<file path="src/rtl/phm_pkg.sv">
`default_nettype none
// ---------------------------------------------------------------------------
// phm_pkg
// shared types and constants of the chained hash map core
// ---------------------------------------------------------------------------
package phm_pkg;

   localparam logic [63:0] HASH_MUL = 64'h2545_F491_4F6C_DD1D;
   localparam int HASH_PRE_SHIFT = 15;
   localparam int HASH_POST_SHIFT = 13;

   localparam logic [1:0] OP_INSERT = 2'd0;
   localparam logic [1:0] OP_LOOKUP = 2'd1;
   localparam logic [1:0] OP_REMOVE = 2'd2;
   localparam logic [1:0] OP_SET_TAIL = 2'd3;

   localparam logic [1:0] ST_DONE = 2'd0;
   localparam logic [1:0] ST_FULL = 2'd1;
   localparam logic [1:0] ST_ABSENT = 2'd2;

   typedef struct packed {
      logic clr_step;
      logic load;
      logic hash;
      logic head_rd;
      logic ins_wr;
      logic tail_wr;
      logic walk_start;
      logic node_rd;
      logic advance;
      logic found_ld;
      logic miss;
      logic unlink;
      logic free_wr;
      logic rsp_ld;
   } cmd_type;

   typedef struct packed {
      logic clr_last;
      logic [1:0] op;
      logic cur_null;
      logic key_eq;
      logic rsp_free;
   } sts_type;

endpackage
`default_nettype wire

</file>
<file path="src/rtl/phm_ctrl.sv">
`default_nettype none
// ---------------------------------------------------------------------------
// phm_ctrl
// command sequencer: bucket clear sweep, hashing, chain walk and update
// ---------------------------------------------------------------------------
module phm_ctrl (
   input  wire logic            clock,
   input  wire logic            reset,
   input  wire logic            req_tvalid,
   output logic                 req_tready,
   input  wire phm_pkg::sts_type sts,
   output phm_pkg::cmd_type     cmd
);
   import phm_pkg::*;

   localparam logic [3:0] S_CLEAR  = 4'd0;
   localparam logic [3:0] S_IDLE   = 4'd1;
   localparam logic [3:0] S_HASH   = 4'd2;
   localparam logic [3:0] S_HEAD   = 4'd3;
   localparam logic [3:0] S_FETCH  = 4'd4;
   localparam logic [3:0] S_NODE   = 4'd5;
   localparam logic [3:0] S_CMP    = 4'd6;
   localparam logic [3:0] S_UNLINK = 4'd7;
   localparam logic [3:0] S_FREE   = 4'd8;
   localparam logic [3:0] S_DONE   = 4'd9;

   logic [3:0] state_ff;
   logic [3:0] state_in;

   always_comb begin
      cmd = '0;
      state_in = state_ff;
      req_tready = 1'b0;
      unique case (state_ff)
         S_CLEAR: begin
            cmd.clr_step = 1'b1;
            if (sts.clr_last) begin
               state_in = S_IDLE;
            end
         end
         S_IDLE: begin
            req_tready = 1'b1;
            if (req_tvalid) begin
               cmd.load = 1'b1;
               state_in = S_HASH;
            end
         end
         S_HASH: begin
            if (sts.op == OP_SET_TAIL) begin
               cmd.tail_wr = 1'b1;
               state_in = S_DONE;
            end else begin
               cmd.hash = 1'b1;
               state_in = S_HEAD;
            end
         end
         S_HEAD: begin
            cmd.head_rd = 1'b1;
            state_in = S_FETCH;
         end
         S_FETCH: begin
            if (sts.op == OP_INSERT) begin
               cmd.ins_wr = 1'b1;
               cmd.tail_wr = 1'b1;
               state_in = S_DONE;
            end else begin
               cmd.walk_start = 1'b1;
               state_in = S_NODE;
            end
         end
         S_NODE: begin
            if (sts.cur_null) begin
               cmd.miss = 1'b1;
               state_in = S_DONE;
            end else begin
               cmd.node_rd = 1'b1;
               state_in = S_CMP;
            end
         end
         S_CMP: begin
            if (sts.key_eq) begin
               if (sts.op == OP_LOOKUP) begin
                  cmd.found_ld = 1'b1;
                  state_in = S_DONE;
               end else begin
                  state_in = S_UNLINK;
               end
            end else begin
               cmd.advance = 1'b1;
               state_in = S_NODE;
            end
         end
         S_UNLINK: begin
            cmd.unlink = 1'b1;
            state_in = S_FREE;
         end
         S_FREE: begin
            cmd.free_wr = 1'b1;
            state_in = S_DONE;
         end
         S_DONE: begin
            if (sts.rsp_free) begin
               cmd.rsp_ld = 1'b1;
               state_in = S_IDLE;
            end
         end
         default: begin
            state_in = S_IDLE;
         end
      endcase
   end

   always_ff @(posedge clock) begin
      if (reset) begin
         state_ff <= S_CLEAR;
      end else begin
         state_ff <= state_in;
      end
   end

endmodule
`default_nettype wire

</file>
<file path="config.mk">
export PLATFORM = sky130hd
export DESIGN_NAME = phm_ctrl
export DESIGN_NICKNAME = d
export VERILOG_FILES = /design/src/rtl/phm_pkg.sv /design/src/rtl/phm_ctrl.sv
export SDC_FILE = /design/constraint.sdc
export NUM_CORES = 1
export LEC_CHECK = 0
export BUFFER_PORTS_ARGS = -buffer_cell sky130_fd_sc_hd__buf_2
export CAP_MARGIN = 20
export CELL_PAD_IN_SITES_DETAIL_PLACEMENT = 0
export CELL_PAD_IN_SITES_GLOBAL_PLACEMENT = 1
export CORE_MARGIN = 2
export CORE_UTILIZATION = 29
export DETAILED_ROUTE_END_ITERATION = 16
export PLACE_DENSITY = 0.85
export RECOVER_POWER = 25
export SYNTH_ARGS = -nofsm -noshare
export SYNTH_HDL_FRONTEND = slang
export SYNTH_SLANG_ARGS = --single-unit
</file>
<file path="constraint.sdc">
create_clock -name clock -period 1.6 [get_ports clock]
set_input_delay 0.08 -clock clock [delete_from_list [all_inputs] [get_ports clock]]
set_output_delay 0.08 -clock clock [all_outputs]
set_load 0.005 [all_outputs]
</file>
# Word-level counts from Yosys, hierarchy flattened
# Index checks and enable logic that the tools add are counted.
[word_totals]
regBits = 4
inputBits = 9
output_inout_bits = 15
[op_classes]
n_eq_ne = 14
mux = 34
reduce_logical = 3
[op_table]
columns = ["op", "n"]
rows = [
  ["$pmux 4 s10", 1],
  ["$mux 4", 8],
  ["$mux 1", 22],
  ["$eq 4x3->1 const B", 4],
  ["$eq 4x2->1 const B", 2],
  ["$eq 4x4->1 const B", 2],
  ["$ne 2x2->1 const B", 3],
  ["$eq 4x1->1 const B", 1],
  ["$logic_not 4->1", 1],
  ["$mux 2", 2],
  ["$reduce_and 3->1", 1],
  ["$eq 2x1->1 const B", 1],
  ["$eq 2x2->1 const B", 1],
  ["$logic_not 2->1", 1],
  ["$pmux 1 s2", 1],
]

# Longest topological paths before layout
[logic_depth]
word_depth = 4
depth_mapped = 4
depth_no_buf = 3

# Worst setup path after synthesis
# OpenSTA, ideal clock, no wires.
[synth_path]
path_kind = "flip-flop to flip-flop"
start = "register state_ff[0]"
end = "register state_ff[1]"
setup_ns = 0.059
arrival_ns = 1.157
slack_ns = 0.384
stages_incl_launch_ff = 5
n_path_buf = 1
synth_period_minus_slack_ns = 1.216
path_cell_list = "dfxtp_1 buf_6 o31a_1 a2111oi_2 o31a_1"
[synth_between]
elab_chain_len = 3
word_cells_on_any_way = 15
[synth_lines]
columns = ["element", "line_no", "rtl"]
rows = [
  ["start: declaration", "phm_ctrl.sv:27", "logic [3:0] state_ff;"],
  ["start signal: assignment", "phm_ctrl.sv:117", "state_ff <= state_in;"],
  ["$eq 4x4->1 (tied with other cells)", "phm_ctrl.sv:34", "unique case (state_ff)"],
  ["$ne 2x2->1 (no source line)", "n/a", ""],
  ["$reduce_and 3->1 (no source line)", "n/a", ""],
]
# Parallel ways exist; a longest one is shown, timed or not.
# A chain may end at the register's enable or synchronous reset.

==> metrics.md <==
| Metric | Value |
|---|---|
| CTS root buf | clkbuf_4 |
| Initial drt markers | 10 |
| Critical path class | reg -> out |
| Reg2reg start | state_ff[0]$_SDFFE_PP0P_ |
| ANT nets after route | 0 |
| RSZ-0062 raised after global routing | false |
| CTS Buf Count | 3 |
| CP startpoint | state_ff[2]$_SDFFE_PP0P_ |
| CTS tree | built |
| Worst setup path endpoint | cmd[11] |
| Combinational group share of total power | 21.5% |
| Residual DRC | 0 |
| Yosys reg bits | 4 |
| Final nets | 96 |
| Crit Path Max Fanout | 16 |
| Worst slew margin | 68.6% |
| Internal power | 0.000220 W |
| Finished Core Util | 41.5% |
| Crit path depth | 3 |
| Largest net degree at the start of global routing | 17 |
| Max stage delay on crit path | 0.54 ns |
| Share of layout cells above drive strength 1 | 43.5% |
| Status | complete, no violations |
| Adder-cell share of the synthesized area | 0% |
| Antenna violations before repair | 0 |
| Sw Ratio | 30.8% |
| Register share of total power | 35.8% |
| Setup WS post-layout | 0.0638 ns |
| Yosys warning total | 0 |
| Initial core utilization | 31.1% |
| Worst endpoint data arrival time | 1.46 ns |
| I/O pin count | 24 |
| Critical path's slowest cell | or4b_1 |
| CP endpoint kind | primary output |
| Final Cycle Share | 96.0% |
| Worst EP required | 1.52 ns |
| Area Growth Syn to Fin | 33.2% |
| Rows | 14 |
| Synthesized area | 474 sq um |
| Register with the most flip-flops | state_ff |
| Syn nets | 70 |
| Switching power | 0.0000976 W |
| I/O Buffers | 23 |
| Die Wd | 44.4 um |
| Worst clock skew | 0.00614 ns |
| Final Cell Area | 632 sq um |
| Post-Syn Instances | 61 |
| R2r worst-path depth | 3 |
| Tmin final | 1.54 ns |
| First-pass GRT wire length | 2060 um |
| Die Area | 1970 sq um |
| # diodes | 0 |
| Wire length per cell | 12.7 um |
| R2R setup slack | 0.30 ns |
| Worst-skew pair later-pin latency | 0.25 ns |
| Setup crit start kind | flip-flop |
| Hold crit path type | in -> reg |
| Post-CTS setup buffers | 0 |
| Worst-path clk slew | 0.04 ns |
| # clock sinks | 4 |
| Post-CTS Hold Fix Bufs | 0 |
| Clock Power Share | 42.7% |
| Vias per cell | 5.49 |
| Worst-Margin Slew | 0.467 ns |
| Vias in the first global route | 482 |
| Max Clock Freq | 651 MHz |
| Reg-to-Reg End | state_ff[1]$_SDFFE_PP0P_ |
| Via count | 554 |
| Leakage | 0.310 nW |
| H-tree depth | 1 |
| Synth Area in Simple Gates | 45.4% |
| First-pass DRT Iterations | 4 |
| Power Total | 0.000317 W |
| Final number of hold-violating endpoints | 0 |
| Biggest regs | state_ff (4) |
| Die Y | 44.4 um |
| Post-CTS sizing | 4 |
| Family with the most delay on the worst path | simple AND/OR/NAND/NOR gates |
| GRT Total Usage | 14.3% |
| Seq/Total Area, Yosys | 16.9% |
| CP cell instances | or4b_1 -> a21oi_2 -> buf_2 |
| XOR/XNOR Fraction of Synth Area | 0% |
| Grt ovf | 0 |
| Setup Slack @ Placement | 0.155 ns |
| Total negative slack | 0 ns |
| Max reg flops | 4 |
| Max-Cap Viols | 0 |
| Final setup fails | 0 |
| Average size of a mapped cell | 7.77 sq um |
| Count of unique library cells instantiated by Yosys | 35 |
| Max VDD drop | 384 uV |
| Post-DP HPWL | 916 um |
| PwrDens | 502 nW/um^2 |
| Compound-gate portion of the synthesized area | 23.5% |
| WL final | 1280 um |
| Core area | 1520 sq um |
| GPL Wtd Cong | 0.763 |
| Post-DP Area | 593 sq um |
| Main combinational cell family by area after synthesis | simple AND/OR/NAND/NOR gates |
| Critical path buffers and inverters | 1 |
| Mux share of post-synthesis cell area | 2.11% |
| Clk buf depth | 2 |
| Max-slew violation count | 0 |
==> cells in the final DEF, fill, tap and decap left out, types with 2 or more instances in the layout <==
cell type and n:
nand2_1 3, nor3b_1 2, dfxtp_4 3, nand2b_1 2, o31a_1 2, nor2_1 3
clkbuf_4 3, o21ai_0 3, nor2b_1 2, buf_2 23, inv_1 7, nor3_1 3
a41oi_1 2, nor4b_1 2, nand3b_1 2, buf_4 2
==> logic make-up (layout without fill, tap and decap cells) <==
family,after synthesis,after routing
AOI/OAI and AO/OA,14,14
buffers and inverters,11,35
DFF,4,4
muxes,1,1
and+or+nand+nor,31,31
==> power groups by stage <==
stage          Combinational, W  Clock, W  Sequential (W)
2_1_floorplan         0.0000473         0        0.000110
3_3_place_gp          0.0000677         0        0.000118
3_5_place_dp          0.0000681         0        0.000118
4_1_cts               0.0000684  0.000135        0.000118
5_1_grt               0.0000779  0.000142        0.000115
6_report              0.0000681  0.000135        0.000114
==> worst min path at each step <==
stage,from,depth (start not counted),to
after floorplan,reset,1,state_ff[2]$_SDFFE_PP0P_
after global placement,reset,2,state_ff[2]$_SDFFE_PP0P_
after detailed placement,reset,2,state_ff[2]$_SDFFE_PP0P_
after CTS,reset,2,state_ff[2]$_SDFFE_PP0P_
after global routing,reset,2,state_ff[2]$_SDFFE_PP0P_
final,reset,2,state_ff[2]$_SDFFE_PP0P_
==> cell usage after synthesis (all sizes together) <==
cell	n	share of area (%)
inv	7	5.5
a2111oi	2	5.0
nand3b	2	3.2
mux2i	1	2.1
nand4b	1	1.8
a21oi	2	2.9
nor3	4	5.3
nor3b	2	3.2
or2b	1	1.6
a31oi	1	1.3
o31a	2	3.7
and2b	1	1.6
a41oi	2	3.7
and3	1	1.3
and4bb	2	5.3
nor2b	2	2.6
and4b	1	2.1
and2	1	1.3
nand2	3	2.4
buf	4	6.6
o21ai	3	3.2
or4b	1	2.1
nand2b	2	2.6
nor4	1	1.3
or4	1	1.6
a211o	1	1.8
o2111ai	1	1.8
nor2	3	2.4
nor4b	2	3.7
dfxtp	4	17
==> metrics by stage <==
stage	instances	hold slack (ns)
6_report	101	0.0536
5_1_grt	101	0.0595
4_1_cts	101	0.0471
3_5_place_dp	98	0.311
3_3_place_gp	98	0.313
2_1_floorplan	61	0.149
==> area by class of cell <==
cell class / count / area (sq um)
inverter: 7 / 26.3
multi-input combinational: 46 / 340
sequential: 4 / 92.6
clock buffer: 3 / 22.5
tap: 16 / 20.0
fill: 167 / 892
timing repair buffer: 25 / 130
==> layer usage <==
metal	GRT usage (%)	routed length, um	share of wire [%]	vias up
met2	23.5	586	46	22
li1	-	-	-	284
met3	4.49	93	7.3	2
met5	0	0	0	-
met1	17.2	581	45	246
met4	5.45	19	1.5	0
No activity file was read; power rests on OpenSTA's default activity.
